===== config.mk =====
export PLATFORM = sky130hd
export DESIGN_NAME = dns_answer_record_filter
export DESIGN_NICKNAME = d
export VERILOG_FILES = /design/src/dnsarf_pkg.sv /design/src/dnsarf_front.sv /design/src/dnsarf_queue.sv /design/src/dnsarf_back.sv /design/src/dns_answer_record_filter.sv
export VERILOG_INCLUDE_DIRS = /design/src /design/src/src
export SDC_FILE = /design/constraint.sdc
export NUM_CORES = 1
export LEC_CHECK = 0
export BUFFER_PORTS_ARGS = -buffer_cell sky130_fd_sc_hd__buf_4
export CORE_ASPECT_RATIO = 1.1
export CORE_MARGIN = 4
export CORE_UTILIZATION = 50
export CTS_BUF_LIST = sky130_fd_sc_hd__clkbuf_16
export DETAILED_ROUTE_END_ITERATION = 10
export PLACE_DENSITY = 0.63
export SETUP_SLACK_MARGIN = 0.4
export SLEW_MARGIN = 5
export SYNTH_ARGS = -nofsm -noshare
export SYNTH_HDL_FRONTEND = slang
export SYNTH_SLANG_ARGS = --single-unit

===== constraint.sdc =====
create_clock -name clk -period 7.1 [get_ports clk]
set_clock_uncertainty 0.05 [all_clocks]
set_input_delay 0.355 -clock clk [delete_from_list [all_inputs] [get_ports clk]]
set_output_delay 0.355 -clock clk [all_outputs]
set_load 0.01 [all_outputs]

===== src/assert_macros.svh =====
// assertion macros shared by the dns answer record filter modules
// no dependencies; included by each module that carries checks
`ifndef ASSERT_MACROS_SVH
`define ASSERT_MACROS_SVH

// antecedent and consequent in the same cycle
`define ASSERT_SAME(lbl, clk, rst_n, ante, cons) \
	lbl: assert property (@(posedge clk) disable iff (!rst_n) (ante) |-> (cons)) \
		else $error("%m: same-cycle check failed");

// consequent in the cycle after the antecedent
`define ASSERT_NEXT(lbl, clk, rst_n, ante, cons) \
	lbl: assert property (@(posedge clk) disable iff (!rst_n) (ante) |=> (cons)) \
		else $error("%m: next-cycle check failed");

`endif


===== src/dnsarf_pkg.sv =====
// shared types and constants for the dns answer record filter
// no dependencies; used by every module of the block
package dnsarf_pkg;

	// default largest message size in bytes
	localparam int MAX_MESSAGE_DEF = 4096;

	// result queue geometry
	localparam int QUEUE_DEPTH = 4;
	localparam int QPTR_W = $clog2(QUEUE_DEPTH);
	localparam int QCNT_W = $clog2(QUEUE_DEPTH + 1);

	// result kinds
	localparam logic [1:0] KIND_MATCH = 2'd0;
	localparam logic [1:0] KIND_END = 2'd1;
	localparam logic [1:0] KIND_ERROR = 2'd2;

	// configuration register indexes
	localparam logic CFG_WANTED_CLASS = 1'b0;
	localparam logic CFG_WANTED_TYPE = 1'b1;

	typedef struct packed {
		logic [7:0] data_byte;
		logic last_byte;
	} in_item_t;

	typedef struct packed {
		logic [1:0] kind;
		logic [11:0] rdata_offset;
		logic [15:0] rdata_length;
		logic [15:0] match_count;
		logic last_result;
	} out_item_t;

	// up to two results pushed per byte, first slot filled first
	typedef struct packed {
		logic first_valid;
		logic second_valid;
		out_item_t first;
		out_item_t second;
	} push_t;

endpackage


===== src/dnsarf_front.sv =====
// front end: accepts message bytes, walks the dns message and emits results
// depends on dnsarf_pkg and assert_macros.svh
`include "assert_macros.svh"

module dnsarf_front #(
	parameter int MAX_MESSAGE = dnsarf_pkg::MAX_MESSAGE_DEF
) (
	input logic clk,
	input logic arst_n,
	input logic cfg_we,
	input logic cfg_index,
	input logic [15:0] cfg_data,
	input logic in_valid,
	input logic hold,
	input dnsarf_pkg::in_item_t in_data,
	output dnsarf_pkg::push_t push
);

	localparam int POS_W = $clog2(MAX_MESSAGE + 2);
	localparam logic [POS_W-1:0] POS_MAX = POS_W'(MAX_MESSAGE);
	localparam logic [POS_W-1:0] POS_OVER = POS_W'(MAX_MESSAGE + 1);
	localparam logic [POS_W-1:0] POS_HDR_LAST = POS_W'(11);
	localparam logic [15:0] QFIXED_BYTES = 16'd4;
	localparam logic [15:0] AFIXED_BYTES = 16'd10;
	localparam logic [7:0] POINTER_MARK = 8'hc0;

	// parse phases
	localparam logic [2:0] PH_HEADER = 3'd0;
	localparam logic [2:0] PH_NAME = 3'd1;
	localparam logic [2:0] PH_LABEL = 3'd2;
	localparam logic [2:0] PH_POINTER = 3'd3;
	localparam logic [2:0] PH_QFIXED = 3'd4;
	localparam logic [2:0] PH_AFIXED = 3'd5;
	localparam logic [2:0] PH_RDATA = 3'd6;
	localparam logic [2:0] PH_DONE = 3'd7;

	logic [POS_W-1:0] pos_q, pos_d, pos_inc;
	logic [2:0] phase_q, phase_d;
	logic [15:0] qleft_q, qleft_d;
	logic [15:0] aleft_q, aleft_d, aleft_dec;
	logic [15:0] skip_q, skip_d, skip_dec;
	logic [15:0] matches_q, matches_d;
	logic [71:0] shift_q, shift_d;
	logic [79:0] window;
	logic [15:0] wanted_class_q, wanted_type_q;
	logic accept, match_hit, clean;
	logic [15:0] rec_type, rec_class, rec_size;
	dnsarf_pkg::out_item_t match_item, end_item;

	assign accept = in_valid && !hold;
	assign window = {shift_q, in_data.data_byte};
	assign rec_type = window[79:64];
	assign rec_class = window[63:48];
	assign rec_size = window[15:0];
	assign pos_inc = pos_q + POS_W'(1);
	assign skip_dec = (skip_q != 16'd0) ? skip_q - 16'd1 : skip_q;
	assign aleft_dec = (aleft_q != 16'd0) ? aleft_q - 16'd1 : aleft_q;

	// next parser state for one byte
	always_comb begin
		pos_d = pos_q;
		phase_d = phase_q;
		qleft_d = qleft_q;
		aleft_d = aleft_q;
		skip_d = skip_q;
		matches_d = matches_q;
		shift_d = shift_q;
		match_hit = 1'b0;
		if (pos_q >= POS_MAX) begin
			pos_d = POS_OVER;
		end else begin
			pos_d = pos_inc;
			shift_d = window[71:0];
			unique case (phase_q)
				PH_HEADER: begin
					if (pos_q == POS_HDR_LAST) begin
						qleft_d = window[63:48];
						aleft_d = window[47:32];
						if (window[63:48] == 16'd0 && window[47:32] == 16'd0)
							phase_d = PH_DONE;
						else
							phase_d = PH_NAME;
					end
				end
				PH_NAME: begin
					if (in_data.data_byte == 8'd0) begin
						phase_d = (qleft_q != 16'd0) ? PH_QFIXED : PH_AFIXED;
						skip_d = (qleft_q != 16'd0) ? QFIXED_BYTES : AFIXED_BYTES;
					end else if ((in_data.data_byte & POINTER_MARK) == POINTER_MARK) begin
						phase_d = PH_POINTER;
					end else begin
						skip_d = {8'd0, in_data.data_byte};
						phase_d = PH_LABEL;
					end
				end
				PH_LABEL: begin
					skip_d = skip_dec;
					if (skip_dec == 16'd0)
						phase_d = PH_NAME;
				end
				PH_POINTER: begin
					phase_d = (qleft_q != 16'd0) ? PH_QFIXED : PH_AFIXED;
					skip_d = (qleft_q != 16'd0) ? QFIXED_BYTES : AFIXED_BYTES;
				end
				PH_QFIXED: begin
					skip_d = skip_dec;
					if (skip_dec == 16'd0) begin
						qleft_d = qleft_q - 16'd1;
						if (qleft_q == 16'd1 && aleft_q == 16'd0)
							phase_d = PH_DONE;
						else
							phase_d = PH_NAME;
					end
				end
				PH_AFIXED: begin
					skip_d = skip_dec;
					if (skip_dec == 16'd0) begin
						if (rec_class == wanted_class_q && rec_type == wanted_type_q) begin
							match_hit = 1'b1;
							if (matches_q != 16'hffff)
								matches_d = matches_q + 16'd1;
						end
						if (rec_size == 16'd0) begin
							aleft_d = aleft_dec;
							phase_d = (aleft_dec == 16'd0) ? PH_DONE : PH_NAME;
						end else begin
							skip_d = rec_size;
							phase_d = PH_RDATA;
						end
					end
				end
				PH_RDATA: begin
					skip_d = skip_dec;
					if (skip_dec == 16'd0) begin
						aleft_d = aleft_dec;
						phase_d = (aleft_dec == 16'd0) ? PH_DONE : PH_NAME;
					end
				end
				default: begin
				end
			endcase
		end
	end

	assign clean = (pos_q < POS_MAX) && (phase_d == PH_DONE);

	// result items for this byte
	always_comb begin
		match_item.kind = dnsarf_pkg::KIND_MATCH;
		match_item.rdata_offset = 12'(pos_inc);
		match_item.rdata_length = rec_size;
		match_item.match_count = matches_d;
		match_item.last_result = 1'b0;
		end_item.kind = clean ? dnsarf_pkg::KIND_END : dnsarf_pkg::KIND_ERROR;
		end_item.rdata_offset = 12'd0;
		end_item.rdata_length = 16'd0;
		end_item.match_count = matches_d;
		end_item.last_result = 1'b1;
		push.first_valid = accept && (match_hit || in_data.last_byte);
		push.second_valid = accept && match_hit && in_data.last_byte;
		push.first = match_hit ? match_item : end_item;
		push.second = end_item;
	end

	// parser state and configuration registers
	always_ff @(posedge clk or negedge arst_n) begin
		if (!arst_n) begin
			pos_q <= '0;
			phase_q <= PH_HEADER;
			qleft_q <= '0;
			aleft_q <= '0;
			skip_q <= '0;
			matches_q <= '0;
			wanted_class_q <= 16'd1;
			wanted_type_q <= 16'd1;
		end else begin
			if (cfg_we) begin
				unique case (cfg_index)
					dnsarf_pkg::CFG_WANTED_CLASS: wanted_class_q <= cfg_data;
					dnsarf_pkg::CFG_WANTED_TYPE: wanted_type_q <= cfg_data;
					default: begin
					end
				endcase
			end
			if (accept) begin
				if (in_data.last_byte) begin
					pos_q <= '0;
					phase_q <= PH_HEADER;
					qleft_q <= '0;
					aleft_q <= '0;
					skip_q <= '0;
					matches_q <= '0;
				end else begin
					pos_q <= pos_d;
					phase_q <= phase_d;
					qleft_q <= qleft_d;
					aleft_q <= aleft_d;
					skip_q <= skip_d;
					matches_q <= matches_d;
				end
			end
		end
	end

	// byte history for header counts and the answer fixed part
	always_ff @(posedge clk) begin
		if (accept)
			shift_q <= shift_d;
	end

	`ASSERT_NEXT(a_clear_after_last, clk, arst_n, accept && in_data.last_byte, pos_q == '0 && phase_q == PH_HEADER && matches_q == '0)
	`ASSERT_SAME(a_pos_bounded, clk, arst_n, 1'b1, pos_q <= POS_OVER)
	`ASSERT_SAME(a_second_is_end, clk, arst_n, push.second_valid, push.first_valid && push.first.kind == dnsarf_pkg::KIND_MATCH && push.second.last_result)

endmodule


===== src/dnsarf_queue.sv =====
// short result queue between the parser and the output stage
// depends on dnsarf_pkg and assert_macros.svh
`include "assert_macros.svh"

module dnsarf_queue (
	input logic clk,
	input logic arst_n,
	input dnsarf_pkg::push_t push,
	input logic pop,
	output dnsarf_pkg::out_item_t head,
	output logic nonempty,
	output logic nearly_full
);

	localparam int DEPTH = dnsarf_pkg::QUEUE_DEPTH;
	localparam int PTR_W = dnsarf_pkg::QPTR_W;
	localparam int CNT_W = dnsarf_pkg::QCNT_W;

	dnsarf_pkg::out_item_t mem [DEPTH];
	logic [PTR_W-1:0] wr_ptr_q, rd_ptr_q;
	logic [CNT_W-1:0] count_q, push_n;
	logic do_pop;

	assign push_n = CNT_W'(push.first_valid) + CNT_W'(push.second_valid);
	assign do_pop = pop && nonempty;
	assign nonempty = count_q != '0;
	assign nearly_full = count_q > CNT_W'(DEPTH - 2);
	assign head = mem[rd_ptr_q];

	// entry storage
	always_ff @(posedge clk) begin
		if (push.first_valid)
			mem[wr_ptr_q] <= push.first;
		if (push.second_valid)
			mem[wr_ptr_q + PTR_W'(1)] <= push.second;
	end

	// pointers and fill count
	always_ff @(posedge clk or negedge arst_n) begin
		if (!arst_n) begin
			wr_ptr_q <= '0;
			rd_ptr_q <= '0;
			count_q <= '0;
		end else begin
			wr_ptr_q <= wr_ptr_q + PTR_W'(push_n);
			if (do_pop)
				rd_ptr_q <= rd_ptr_q + PTR_W'(1);
			count_q <= count_q + push_n - CNT_W'(do_pop);
		end
	end

	`ASSERT_SAME(a_push_has_room, clk, arst_n, push.first_valid, count_q <= CNT_W'(DEPTH - 2))
	`ASSERT_SAME(a_pop_not_empty, clk, arst_n, pop, nonempty)

endmodule


===== src/dnsarf_back.sv =====
// back end: output register that transfers queued results downstream
// depends on dnsarf_pkg
module dnsarf_back (
	input logic clk,
	input logic arst_n,
	input logic q_nonempty,
	input dnsarf_pkg::out_item_t q_head,
	output logic q_pop,
	output logic out_valid,
	input logic out_stall,
	output dnsarf_pkg::out_item_t out_data
);

	logic out_valid_q;
	dnsarf_pkg::out_item_t out_q;

	// load when the register is empty or its transfer completes
	assign q_pop = q_nonempty && (!out_valid_q || !out_stall);
	assign out_valid = out_valid_q;
	assign out_data = out_q;

	always_ff @(posedge clk or negedge arst_n) begin
		if (!arst_n) begin
			out_valid_q <= 1'b0;
		end else begin
			if (q_pop)
				out_valid_q <= 1'b1;
			else if (!out_stall)
				out_valid_q <= 1'b0;
		end
	end

	always_ff @(posedge clk) begin
		if (q_pop)
			out_q <= q_head;
	end

endmodule


===== src/dns_answer_record_filter.sv =====
// One message byte is taken per cycle, back to back, while in_stall is low; the parser
// updates in the same cycle. A result is offered after a queue write, then the output
// register; a byte may cause two results, which leave one per cycle unless out_stall
// is high. Input stalls only while the four-entry queue holds more than two results.
// Asynchronous active-low reset returns the parser to the header and sets both wanted
// class and type to 1; no clearing pass is needed.
module dns_answer_record_filter #(
	parameter int MAX_MESSAGE = dnsarf_pkg::MAX_MESSAGE_DEF
) (
	input logic clk,
	input logic arst_n,
	input logic cfg_we,
	input logic cfg_index,
	input logic [15:0] cfg_data,
	input logic in_valid,
	output logic in_stall,
	input dnsarf_pkg::in_item_t in_data,
	output logic out_valid,
	input logic out_stall,
	output dnsarf_pkg::out_item_t out_data
);

	dnsarf_pkg::push_t push;
	dnsarf_pkg::out_item_t q_head;
	logic q_nonempty, q_pop, q_nearly_full;

	assign in_stall = q_nearly_full;

	// parser
	dnsarf_front #(
		.MAX_MESSAGE(MAX_MESSAGE)
	) u_front (
		.clk(clk),
		.arst_n(arst_n),
		.cfg_we(cfg_we),
		.cfg_index(cfg_index),
		.cfg_data(cfg_data),
		.in_valid(in_valid),
		.hold(q_nearly_full),
		.in_data(in_data),
		.push(push)
	);

	// result queue
	dnsarf_queue u_queue (
		.clk(clk),
		.arst_n(arst_n),
		.push(push),
		.pop(q_pop),
		.head(q_head),
		.nonempty(q_nonempty),
		.nearly_full(q_nearly_full)
	);

	// output stage
	dnsarf_back u_back (
		.clk(clk),
		.arst_n(arst_n),
		.q_nonempty(q_nonempty),
		.q_head(q_head),
		.q_pop(q_pop),
		.out_valid(out_valid),
		.out_stall(out_stall),
		.out_data(out_data)
	);

endmodule

* Yosys cells after proc, flatten, opt, wreduce, memory -nomap -nowiden *
Memories as Yosys holds them, arrays and structs flattened. A register that Yosys moved wholly into a read port is not among the register bits.
Index checks and enable logic that the tools add are counted.

word-level totals
  register bits = 192
  bits in latches = 0
  memory bits (writable) = 188
  bits in read-only memories = 0
  input port bits = 31
  memories = 1

cells by class
  $add $sub $neg = 11
  multiply operators = 0
  div/mod/pow operators = 0
  magnitude comparators = 3
  equality and inequality tests = 21
  shift operators = 0
  muxes and demuxes = 57
  bitwise gates (word level) = 2
  reductions and logical operators = 37

memory list
  name         depth  bits a word  rd ports  clocked after Yosys merged registers in  wr ports  line                text
  u_queue.mem  4      47           1         1                                        2         dnsarf_queue.sv:19  dnsarf_pkg::out_item_t mem [DEPTH];

operator list
  cell                                                                     number
  16-bit 2-to-1 mux                                                        24
  16-bit logical NOT                                                       6
  16-bit one-hot mux with 4 select lines                                   1
  16-bit one-hot mux with 3 select lines                                   1
  16-bit nonzero test                                                      3
  16-bit by 1-bit subtractor with 16-bit output, second input constant     3
  47-bit 2-to-1 mux                                                        1
  3-bit 2-to-1 mux                                                         12
  16-bit equality test                                                     2
  16-bit one-hot mux with 2 select lines                                   1
  13-bit 2-to-1 mux                                                        2
  3-bit one-hot mux with 7 select lines                                    1
  16-bit by 1-bit adder with 16-bit output, second input constant          1
  16-bit by 1-bit equality test with 1-bit output, second input constant   1
  16-bit inequality test, second input constant                            1
  3-bit by 2-bit inequality test with 1-bit output, second input constant  5
  13-bit by 1-bit adder with 13-bit output, second input constant          1
  13-bit by 4-bit equality test with 1-bit output, second input constant   1
  13-bit >= comparator, second input constant                              1
  13-bit < comparator, second input constant                               1
  3-bit equality test, second input constant                               4
  1-bit 2-to-1 mux                                                         12
  1-bit logical AND                                                        10
  8-bit logical NOT                                                        1
  other kinds (26)                                                         35

* Longest topological paths before layout *
Gate-level depths: netlist (run 1).

  depth after elaboration = 12
  gate-level depth with buffers = 17
  depth with buffers taken out = 16

* Modules after synthesis *
Synthesis (run 1) repeated with hierarchy kept, for this count alone.

unflattened totals
  cell total of the unflattened synthesis = 1607
  area, all modules = 21558.2 um2

modules (own cells, without submodules)
  module        times used  cells an instance  area each (um2)
  dnsarf_front  1           1062               10481.3
  dnsarf_queue  1           495                9621.7
  dnsarf_back   1           50                 1455.1

* Least setup slack after synthesis (run 1) *
Ideal clock, no wire load.

  path kind = register to register
  start point = register u_queue.count_q[1]
  end point = register u_front.phase_q[1]
  data arrival time = 4.567 ns
  path slack = 2.401 ns
  cell stages (with the launch flop) = 6
  path through = dfrtp_1 -> a21oi_1 -> nand2_1 -> clkbuf_1 -> nor2_1 -> o221a_1

on the way
  longest elaborated chain between the ends = 3

ends and longest elaborated chain
  element                                        line                 text
  start, declared                                dnsarf_queue.sv:21   logic [CNT_W-1:0] count_q, push_n;
  start signal, assigned                         dnsarf_queue.sv:48   count_q <= count_q + push_n - CNT_W'(do_pop);
  3-bit by 2-bit > comparator with 1-bit output  dnsarf_queue.sv:27   assign nearly_full = count_q > CNT_W'(DEPTH - 2);
  1-bit logical NOT                              dnsarf_front.sv:50   assign accept = in_valid && !hold;
  1-bit logical AND                              dnsarf_front.sv:50
  end signal, assigned                           dnsarf_front.sv:195  phase_q <= phase_d;
  end, declared                                  dnsarf_front.sv:38   logic [2:0] phase_q, phase_d;

No other way between the ends.
A chain may end at the register's enable or synchronous reset.

==> run metrics, run 1 <==
worst hold slack=around 27 ps; Setup-failing EPs final=0; Inserted Clock Buffers=45; Core ar.=about 38000 um2; width of the die=~200 um; CTS tree=yes; Final Hold Viols=0; Post-synth EDFFs=about 190; H-tree depth=2; Setup crit start kind=flop; clk slew on worst S/H paths=60 ps; register area share after synthesis=57.1%; yosys warns=0; pin count of the biggest net entering global routing=66; number of global-route vias before repair=~14000; Worst-Margin Slew=1100 ps; root buffer cell=clkbuf_16; Most used DFF post-synth=edfxtp_1; maxcap violations=0; Hold Crit Class=input pin to flop; max frequency=between 200 and 250 MHz; Cell variety after synth=90; via count=13900; area of the multi-input gates=between 7000 and 8000 um2; Sequential Area=11100 um2; total power draw=around 8500 uW; num ports=80; crit path from=u_front.skip_q[0]; Antenna Nets Post-Route=0; wire per inst=between 20 and 25 um; Skew-Pair Late Insertion Delay=590 ps; status=finished clean; hold depth=1; slew margin rel.=26.0%; async set or reset register ratio after synthesis=28.1%; routed wire length=between 50000 and 60000 um; Residual DRC=0; Fillers=3162; Slew Limit Fails=0; r2r startpoint=u_front.skip_q[0]; # diodes=0; Mapped Area=a little under 20000 um2; clock sinks=roughly 430; Fin Setup TNS=0 ps; Final min period=approximately 4400 ps; starting DRC count in detailed routing=between 1000 and 1500; row count=between 70 and 80; first-pass GRT wire length=approximately 80000 um; final period utilization=roughly three fifths; starting density of the core=50.8%; CTS max path bufs=3; flops & latches, synth=between 400 and 500; gr usage total=23.8%; DIE AREA=42000 um2; setup bufs post-CTS=0; static leakage=around 0.0084 uW; syn nets=1693; critical hold path startpoint=in_data[7]; layout cell share with drive strength beyond 1=approximately 16%; initial antenna violation count=0; Area Growth Syn to Fin=14.1%; post-cts resize count=0; Die Y=215 um; Pwr Density=385 nW/um2; Worst R2R Path Depth=10; Peak VDD IR=0.000236 V; grt total ovfl=0; crit-path max FO=18; port bufs=~80; cells after synthesis=approximately 1600; gpl congestion=a little over 0.9; Critical Path End Type=flop; final net count=about 1800; CP required=7250 ps; kind of critical path=flop to flop; WP data arrival=roughly 4500 ps; First-pass DRT Iterations=6; dpl hpwl=32600 um; hold-fix buffers at CTS=24; Post-Syn Area per Cell=around 12 um2; Vias/cell=slightly above 6; RSZ-0062 raised after global routing=no
## area by class of cell
| type | count | area share, % |
|---|---|---|
| Sequential cell | 427 | 50.0 |
| Multi-Input combinational cell | 1098 | 35.4 |
| Clock buffer | 48 | 5.43 |
| Timing Repair Buffer | 121 | 4.38 |
| Tap cell | 500 | 2.83 |
| Clock inverter | 36 | 1.44 |
| Inverter | 26 | 0.441 |
## synth_stat cells, drive strengths merged (8+ instances only)
library cell	count	area (um2)
edfxtp	191	5740
nor2	169	642
dfrtp	118	2950
dfxtp	116	2320
nand2	107	402
o21ai	103	519
a22o	79	692
clkbuf	73	274
a21oi	57	289
nor3	51	255
mux4	47	1060
nor4	41	272
xor2	39	342
mux2	33	372
nand3	33	170
o2bb2ai	32	280
buf	25	169
inv	25	93.8
xnor2	25	219
o31ai	21	158
nand4	19	119
or3	18	118
or4	17	131
and3	16	100
a31oi	14	93.8
mux2i	14	140
a21o	12	90.1
ha	12	150
nand2b	11	68.8
o211ai	10	80.1
or2	10	62.6
and2	8	50.1
## critical path: stages, from the launching register on
cell      delay, ps
dfrtp_1         440
inv_1           120
ha_1            180
nor3b_1         340
nand4_1         460
a211oi_2        430
o2111a_1        310
nand3_1         430
nor2_1          510
o21ai_4          70
inv_1           650
## final timing paths
check | end | slack [ps]
worst max-delay path | u_queue.mem[1][8] | 2740
worst min-delay path | u_front.shift_q[6] | 30
worst max register to register | u_queue.mem[1][8] | 2740
worst min register to register | u_front.shift_q[28] | 360
max in group asynchronous | u_queue.rd_ptr_q[0] | 5190
min in group asynchronous | u_front.aleft_q[13] | 370
## logic make-up (layout without fill, tap and decap cells)
| logic type | after synthesis | after routing | share of synthesized area (%) |
|---|---|---|---|
| DFF | 427 | 427 | 57.1 |
| xor gates and xnor gates | 64 | 64 | 2.89 |
| buffers and inverters | 124 | 231 | 2.79 |
| AOI/OAI and AO/OA | 390 | 390 | 14.2 |
| muxes | 94 | 94 | 8.10 |
| and+or+nand+nor | 537 | 537 | 14.1 |
| adders and majority gates | 13 | 13 | 0.878 |
## per-layer routing
layer  part of all wire (%)  global-route usage (%)  up-vias
li1                       -                       -     6417
met2                     47                    37.8      432
met4                    2.7                    7.12        0
met1                     45                    34.1     6985
met3                    5.4                    3.83       83
met5                      0                       0        -
## cell usage in the layout (no fill, tap or decap), types with 6 or more instances in the layout
master         netlist  final
edfxtp_1           191    191
nor2_1             168    167
dfrtp_1            118    116
dfxtp_1            116    116
nand2_1            107    106
buf_4                0     97
o21ai_0             95     94
a22o_1              79     79
a21oi_1             56     55
nor3_1              51     49
clkbuf_16            0     48
mux4_2              47     47
nor4_1              40     39
xor2_1              39     39
mux2_2              33     33
nand3_1             32     32
o2bb2ai_1           32     32
inv_1               25     31
xnor2_1             25     25
dlygate4sd3_1        0     24
o31ai_1             21     21
nand4_1             19     19
or3_1               17     17
or4_1               16     16
and3_1              16     16
mux2i_1             14     14
a31oi_1             13     13
a21o_1              12     12
ha_1                12     12
nand2b_1            11     11
or2_2                9      9
o211ai_1             9      9
clkinv_2             0      9
and2_1               8      8
o21ai_1              7      7
nor2b_1              7      7
clkinv_1             1      7
a22oi_1              7      7
and4_1               6      6
inv_2                0      6
## power breakdown
part	internal (uW)	switching (uW)
combinational	981	1570
clock	1410	1000
sequential	3030	515
total	5430	3090
## state kept, by name (all words and copies together) (netlist names)
signal,count
u_back.out_data,47
u_back.out_valid,1
u_front.aleft_q,16
u_front.matches_q,16
u_front.phase_q,3
u_front.pos_q,13
u_front.qleft_q,16
u_front.shift_q,72
u_front.skip_q,16
u_front.wanted_class_q,16
u_front.wanted_type_q,16
u_queue.count_q,3
u_queue.mem,188
u_queue.rd_ptr_q,2
u_queue.wr_ptr_q,2
## through the flow
step                cells  util, %  worst slack [ps]  area (um2)
detailed placement   2148     53.3              2830       20400
CTS                  2256     57.9              2810       22100
global route         2256     57.9              2460       22100
floorplan            1649        -              2400       19400
global placement     2148     53.3              2880       20400
finish               2256     57.9              2740       22100
No activity file was read; power rests on OpenSTA's default activity.
==> run 2: changes to the inputs <==
--- a/config.mk
+++ b/config.mk
@@ -6,13 +6,14 @@
 export SDC_FILE = /design/constraint.sdc
 export NUM_CORES = 1
 export LEC_CHECK = 0
+export ABC_AREA = 1
 export BUFFER_PORTS_ARGS = -buffer_cell sky130_fd_sc_hd__buf_4
 export CORE_ASPECT_RATIO = 1.1
 export CORE_MARGIN = 4
 export CORE_UTILIZATION = 50
 export CTS_BUF_LIST = sky130_fd_sc_hd__clkbuf_16
 export DETAILED_ROUTE_END_ITERATION = 10
-export PLACE_DENSITY = 0.63
+export PLACE_DENSITY = 0.65
 export SETUP_SLACK_MARGIN = 0.4
 export SLEW_MARGIN = 5
 export SYNTH_ARGS = -nofsm -noshare
==> constraint.sdc (replaced) <==
create_clock -name clk -period 4 [get_ports clk]
set_clock_uncertainty 0.05 [all_clocks]
set_input_delay 0.2 -clock clk [delete_from_list [all_inputs] [get_ports clk]]
set_output_delay 0.2 -clock clk [all_outputs]
set_load 0.01 [all_outputs]
==> run metrics, run 2 <==
status=finished clean; root buffer cell=clkbuf_16; final net count=2489 (+41%); Setup-failing EPs final=0 (unchanged); slowest CP cell=fa_1; Synth Area in Compound Gates=15.0% (+0.83 points); async set or reset register ratio after synthesis=28.1% (unchanged); width of the die=201 um (+2.5%); top-count cell post-synth=nand2_1; Setup crit start kind=flop; DIE AREA=44100 um2 (+5.0%); Pwr Density=817 nW/um2 (+110%); gr usage total=24.8% (+0.98 points); Combinational Power Share=39.8% (+9.8 points); post-synth top area share=28.1% (-1.5 points); Synth Area in Adders=0.834% (-0.044 points); dpl hpwl=37300 um (+15%); wire per inst=18.6 um (-17%); via count=16900 (+22%); static leakage=0.0100 uW (+20%); clk slew on worst S/H paths=60 ps (about the same); total power draw=19000 uW (+120%); most numerous cell on the critical path=nand2_1; Switching Share=40.0% (+3.7 points); CP required=4410 ps (-2840 ps); gpl congestion=0.948 (+3.8%); # diodes=0 (unchanged); WP data arrival=3810 ps (-700 ps); starting density of the core=50.6% (-0.10 points); Peak VDD IR=0.000913 V (+290%); Core ar.=40300 um2 (+5.4%); starting DRC count in detailed routing=1359 (+24%); Inserted Clock Buffers=45 (unchanged); largest area contributor in the netlist=edfxtp_1; cells along the critical path=inv_1 > ha_4 > nand2_4 > nor2_4 > nand3_4 > buf_4 > nand2_1 > nand2_1 > nor2_1 > nand2_1 > nor2_4 > nand2_4 > nand2_8 > nand2_1 > inv_1 > ha_1 > ha_1 > fa_1 > xnor2_1; xor/xnor share of the synthesized area=1.89% (-1.0 points); max reg flops=188 (unchanged); Slew Limit Fails=0 (unchanged); flops & latches, synth=427 (unchanged); Residual DRC=0 (unchanged); slew margin rel.=23.6% (-2.4 points); worst hold slack=114 ps (+87.7 ps); Worst-Margin Slew=1150 ps (+42.1 ps); Mapped Area=20400 um2 (+5.2%); Area Growth Syn to Fin=13.7%; Fillers=3628 (+15%); clock sinks=427 (unchanged); Cell variety after synth=51 (-43%); Simple-Gate Fraction of Synth Area=20.8% (+6.7 points); largest register by flop count=u_queue.mem; port bufs=79 (unchanged); Antenna Nets Post-Route=0 (unchanged); First-pass DRT Iterations=9 (+3); largest cells by area after synthesis=edfxtp_1, dfrtp_1, dfxtp_1; yosys warns=0 (unchanged); Vias/cell=5.65 (-8.3%); Layout Utilization=57.6% (-0.33 points); most frequent cells after synthesis=nand2_1, nor2_1, o21ai_0, inv_1, edfxtp_1; Hold Crit Class=input pin to flop; Most used DFF post-synth=edfxtp_1; crit-path max cell delay=440 ps (-210 ps); sequential share of power=37.2% (-4.5 points); cell family with most CP delay=simple AND/OR/NAND/NOR gates; final period utilization=84.9% (+23 points); H-tree depth=2 (unchanged); crit-path max FO=8 (-10); Placed Area=21300 um2 (+4.6%); cells after synthesis=2362 (+43%); maxcap violations=0 (unchanged); final instance area=23200 um2 (+4.8%); grt total ovfl=0 (unchanged); layout cell share with drive strength beyond 1=10.6% (-5.8 points); syn nets=2406 (+42%); Post-synth EDFFs=191 (unchanged); pin count of the biggest net entering global routing=90 (+36%); initial antenna violation count=0 (unchanged); most common cell after layout, fill and taps aside=nand2_1; largest family of logic cells by synthesized area=simple AND/OR/NAND/NOR gates; CTS max path bufs=3 (unchanged); RSZ-0062 raised after global routing=no; number of global-route vias before repair=16300 (+19%); num ports=80 (unchanged); Final min period=3400 ps (-964 ps); Die Y=220 um (+2.5%); routed wire length=55600 um (+9.9%); cell internal pwr=11400 uW (+110%); CTS tree=yes; CP Buf/Inv Count=3 (+1); Sequential Area=11100 um2 (about the same); Fin Setup TNS=0 ps (unchanged); Final Hold Viols=0 (unchanged); Psw=7580 uW (+140%); Critical Path End Type=flop; Skew-Pair Late Insertion Delay=590 ps (about the same); post-synthesis mux area share=0.0981% (-8.0 points); most frequent cells in the layout=nand2_1, nor2_1, o21ai_0; FF-to-FF setup slack=600 ps (-2140 ps); area of the multi-input gates=7930 um2 (+1.2%); row count=77 (+2.7%); kind of critical path=flop to flop; first-pass GRT wire length=88400 um (+10%); register area share after synthesis=54.2% (-2.8 points); Clock power frac=23.0% (-5.3 points); Post-Syn Area per Cell=8.64 um2 (-27%); max frequency=294 MHz (+28%)
==> run 2: logic make-up after synthesis <==
group	after synthesis
AOI/OAI and AO/OA	566
xor gates and xnor gates	44
adders and majority gates	13
buffers and inverters	341
DFF	427
muxes	2
and+or+nand+nor	969
==> run 2: metrics by stage <==
step | setup slack, ps | instances
2_1_floorplan | 736 | 2362
3_3_place_gp | 566 | 2877
3_5_place_dp | 498 | 2877
4_1_cts | 469 | 2988
5_1_grt | 407 | 2995
6_report | 604 | 2995
==> run 2: what timing repair did <==
| item | in CTS | in global routing |
|---|---|---|
| hold buffers | 27 | 0 |
| setup endpoints to repair | 0 | 121 |
| setup buffers | 0 | 7 |
| resized for setup | 0 | 13 |
| hold endpoints to repair | 110 | 0 |
==> run 2: metal layers <==
metal,track usage (%),share of wire (%)
met5,0,0
met4,9.27,3.2
met3,3.36,5.4
met2,42.8,49
met1,32.2,43
==> run 2: worst min-delay path: stages <==
cell,delay (ps)
buf_4,100
nand3_1,70
buf_4,210
nand2_1,80
nand2_1,50
==> run 2: path summary, 6_finish.rpt <==
check | from | end | cells past startpoint
max in group asynchronous | arst_n | u_front.matches_q[10] | 3
max reg2reg | u_front.skip_q[1] | u_queue.count_q[2] | 19
max | u_front.skip_q[1] | u_queue.count_q[2] | 19
min in group asynchronous | arst_n | u_front.qleft_q[1] | 2
min reg2reg | u_front.shift_q[23] | u_front.shift_q[31] | 0
min | in_valid | u_front.matches_q[5] | 5
==> run 2: power groups by stage <==
stage	Sequential [uW]	Combinational [uW]	Clock (uW)
finish	7060	7540	4360
global placement	7070	7130	0
detailed placement	7100	7230	0
CTS	7030	7300	4440
global route	7190	8500	4630
floorplan	7020	5100	0
==> run 2: cell type report <==
type | count | area share, %
Clock buffer | 46 | 4.96
Clock inverter | 38 | 1.67
Sequential cell | 427 | 47.7
Multi-Input combinational cell | 1594 | 34.2
Timing Repair Buffer | 132 | 4.67
Inverter | 245 | 3.99
Tap cell | 513 | 2.77
==> run 3: changes to the inputs <==
--- a/config.mk
+++ b/config.mk
@@ -13,7 +13,7 @@
 export CORE_UTILIZATION = 50
 export CTS_BUF_LIST = sky130_fd_sc_hd__clkbuf_16
 export DETAILED_ROUTE_END_ITERATION = 10
-export PLACE_DENSITY = 0.65
+export PLACE_DENSITY = 0.63
 export SETUP_SLACK_MARGIN = 0.4
 export SLEW_MARGIN = 5
 export SYNTH_ARGS = -nofsm -noshare
==> constraint.sdc (replaced) <==
create_clock -name clk -period 3.25 [get_ports clk]
set_clock_uncertainty 0.05 [all_clocks]
set_input_delay 0.1625 -clock clk [delete_from_list [all_inputs] [get_ports clk]]
set_output_delay 0.1625 -clock clk [all_outputs]
set_load 0.01 [all_outputs]
==> run metrics, run 3 (synthesized netlist as in run 2, its figures left out) <==
row count=77 (unchanged); cells along the critical path=buf_4 > nor2_4 > nand2_4 > o21ai_0 > nand2_1 > nand2_4 > nand2_2 > nor2_2 > nand2_2 > nor2_4 > nand2_4 > nand2_8 > nand2_2 > inv_2 > ha_4 > inv_4 > ha_4 > inv_2 > fa_2; gr usage total=26.6% (+1.8 points); static leakage=0.0109 uW (+8.8%); dpl ws=7.09 ps (-491 ps); gpl congestion=0.965 (+1.8%); DIE AREA=44100 um2 (unchanged); RSZ-0062 raised after global routing=yes; pin count of the biggest net entering global routing=90 (unchanged); number of global-route vias before repair=17100 (+4.7%); wire per inst=19.6 um (+5.8%); starting density of the core=50.6% (unchanged); Skew-Pair Late Insertion Delay=590 ps (about the same); crit-path max cell delay=510 ps (+70 ps); WP data arrival=3510 ps (-300 ps); Inserted Clock Buffers=45 (unchanged); hold depth=4 (-1); final net count=2594 (+4.2%); Setup-failing EPs final=0 (unchanged); Critical Path End Type=flop; # diodes=0 (unchanged); most common cell after layout, fill and taps aside=nand2_1; CTS max path bufs=3 (unchanged); total power draw=24800 uW (+31%); fin worst setup slack=208 ps (-396 ps); grt total ovfl=0 (unchanged); r2r startpoint=u_front.skip_q[1]; slew margin rel.=33.4% (+9.8 points); critical hold path startpoint=in_valid; H-tree depth=2 (unchanged); maxcap violations=0 (unchanged); Worst R2R Path Depth=19 (unchanged); Peak VDD IR=0.000574 V (-37%); num ports=80 (unchanged); clk slew on worst S/H paths=70 ps (about the same); FF-to-FF setup slack=210 ps (-400 ps); slowest CP cell=fa_2; CTS tree=yes; Pwr Density=983 nW/um2 (+20%); Antenna Nets Post-Route=0 (unchanged); starting DRC count in detailed routing=1399 (+2.9%); first-pass GRT wire length=94200 um (+6.6%); Area Growth Syn to Fin=23.9%; status=finished clean; Setup crit start kind=flop; Layout Utilization=62.8% (+5.2 points); Fin Setup TNS=0 ps (unchanged); Vias/cell=5.73 (+1.3%); routed wire length=60900 um (+9.5%); First-pass DRT Iterations=6 (-3); layout cell share with drive strength beyond 1=19.9% (+9.3 points); port bufs=79 (unchanged); initial antenna violation count=1 (+1); Final Hold Viols=0 (unchanged); Core ar.=40300 um2 (unchanged); max reg flops=188 (unchanged); CP required=3720 ps (-690 ps); RR Endpoint=u_queue.count_q[1]; root buffer cell=clkbuf_16; crit-path max FO=5 (-3); final period utilization=93.6% (+8.7 points); Hold Path Sink=u_front.matches_q[10]; width of the die=201 um (unchanged); Final min period=3040 ps (-354 ps); dpl hpwl=39000 um (+4.6%); Hold Crit Class=input pin to flop; via count=17800 (+4.8%); max frequency=329 MHz (+12%); largest register by flop count=u_queue.mem; Die Y=220 um (unchanged); Residual DRC=0 (unchanged); most frequent cells in the layout=nand2_1, nor2_1, o21ai_0; Worst-Margin Slew=999 ps (-146 ps); kind of critical path=flop to flop; clock sinks=427 (unchanged); Slew Limit Fails=0 (unchanged)
==> run 3: cell count changes in the layout (fill, tap and decap cells not counted), sizes merged <==
cell	previous run	this run
bufbuf	0	3
clkbuf	46	52
clkinv	24	20
clkinvlp	3	2
nand3	83	85
buf	105	198
bufinv	7	2
inv	249	260
==> run 3: worst max path at each step <==
stage	start	slack, ps	to	cells after the start
global placement	u_front.aleft_q[0]	-0.3	u_queue.mem[2][46]	19
global route	u_front.skip_q[5]	90	u_queue.mem[0][10]	18
floorplan	u_queue.count_q[2]	110	u_front.aleft_q[14]	10
finish	u_front.skip_q[1]	210	u_queue.count_q[1]	19
detailed placement	u_front.aleft_q[0]	7	u_queue.mem[2][46]	16
CTS	u_front.skip_q[0]	220	u_queue.count_q[1]	20
==> run 3: through the flow <==
stage	hold slack, ps	std cells	instance area (um2)
floorplan	-183	2362	20500
global placement	284	2914	21700
detailed placement	289	2914	21700
CTS	35.4	3069	24300
global route	70.6	3100	25300
finish	62.0	3100	25300
==> run 3: worst max-delay path, delay by kind of cell (launching register included) <==
| kind | cells | cell delay [ps] |
|---|---|---|
| compound gates | 1 | 240 |
| buf+inv | 4 | 280 |
| simple gates | 11 | 1110 |
| flops | 1 | 390 |
| fa+ha+maj | 3 | 890 |
==> run 3: routing by layer <==
metal  routed length, um  GRT usage [%]  vias to the layer above
met5                   0              0                        -
met4                2150           9.27                        0
met3                3420           3.55                      135
met2               29500           45.5                      630
met1               25900           35.3                     8633
li1                    -              -                     8352
==> run 3: what timing repair did <==
action	in CTS	in global routing
endpoints found under the hold margin	126	0
pin swaps	27	55
gates cloned	8	6
hold buffers	27	0
setup endpoints to repair	257	318
resized for setup	103	191
setup buffers	36	25
==> run 3: report_power, final <==
part	internal (uW)	switching (uW)	leakage, uW
registers	7690	1080	0.00439
clock network	2780	2180	0.000762
logic	4160	6950	0.00577
==> run 3: cell type report <==
class                           instances  area [um2]
Fill cell                            3380       15000
Clock buffer                           47        1180
Timing Repair inverter                  2        13.8
Clock inverter                         37         234
Tap cell                              513         642
Timing Repair Buffer                  233        2290
Multi-Input combinational cell       1596        8860
Inverter                              245         995
Sequential cell                       427       11100
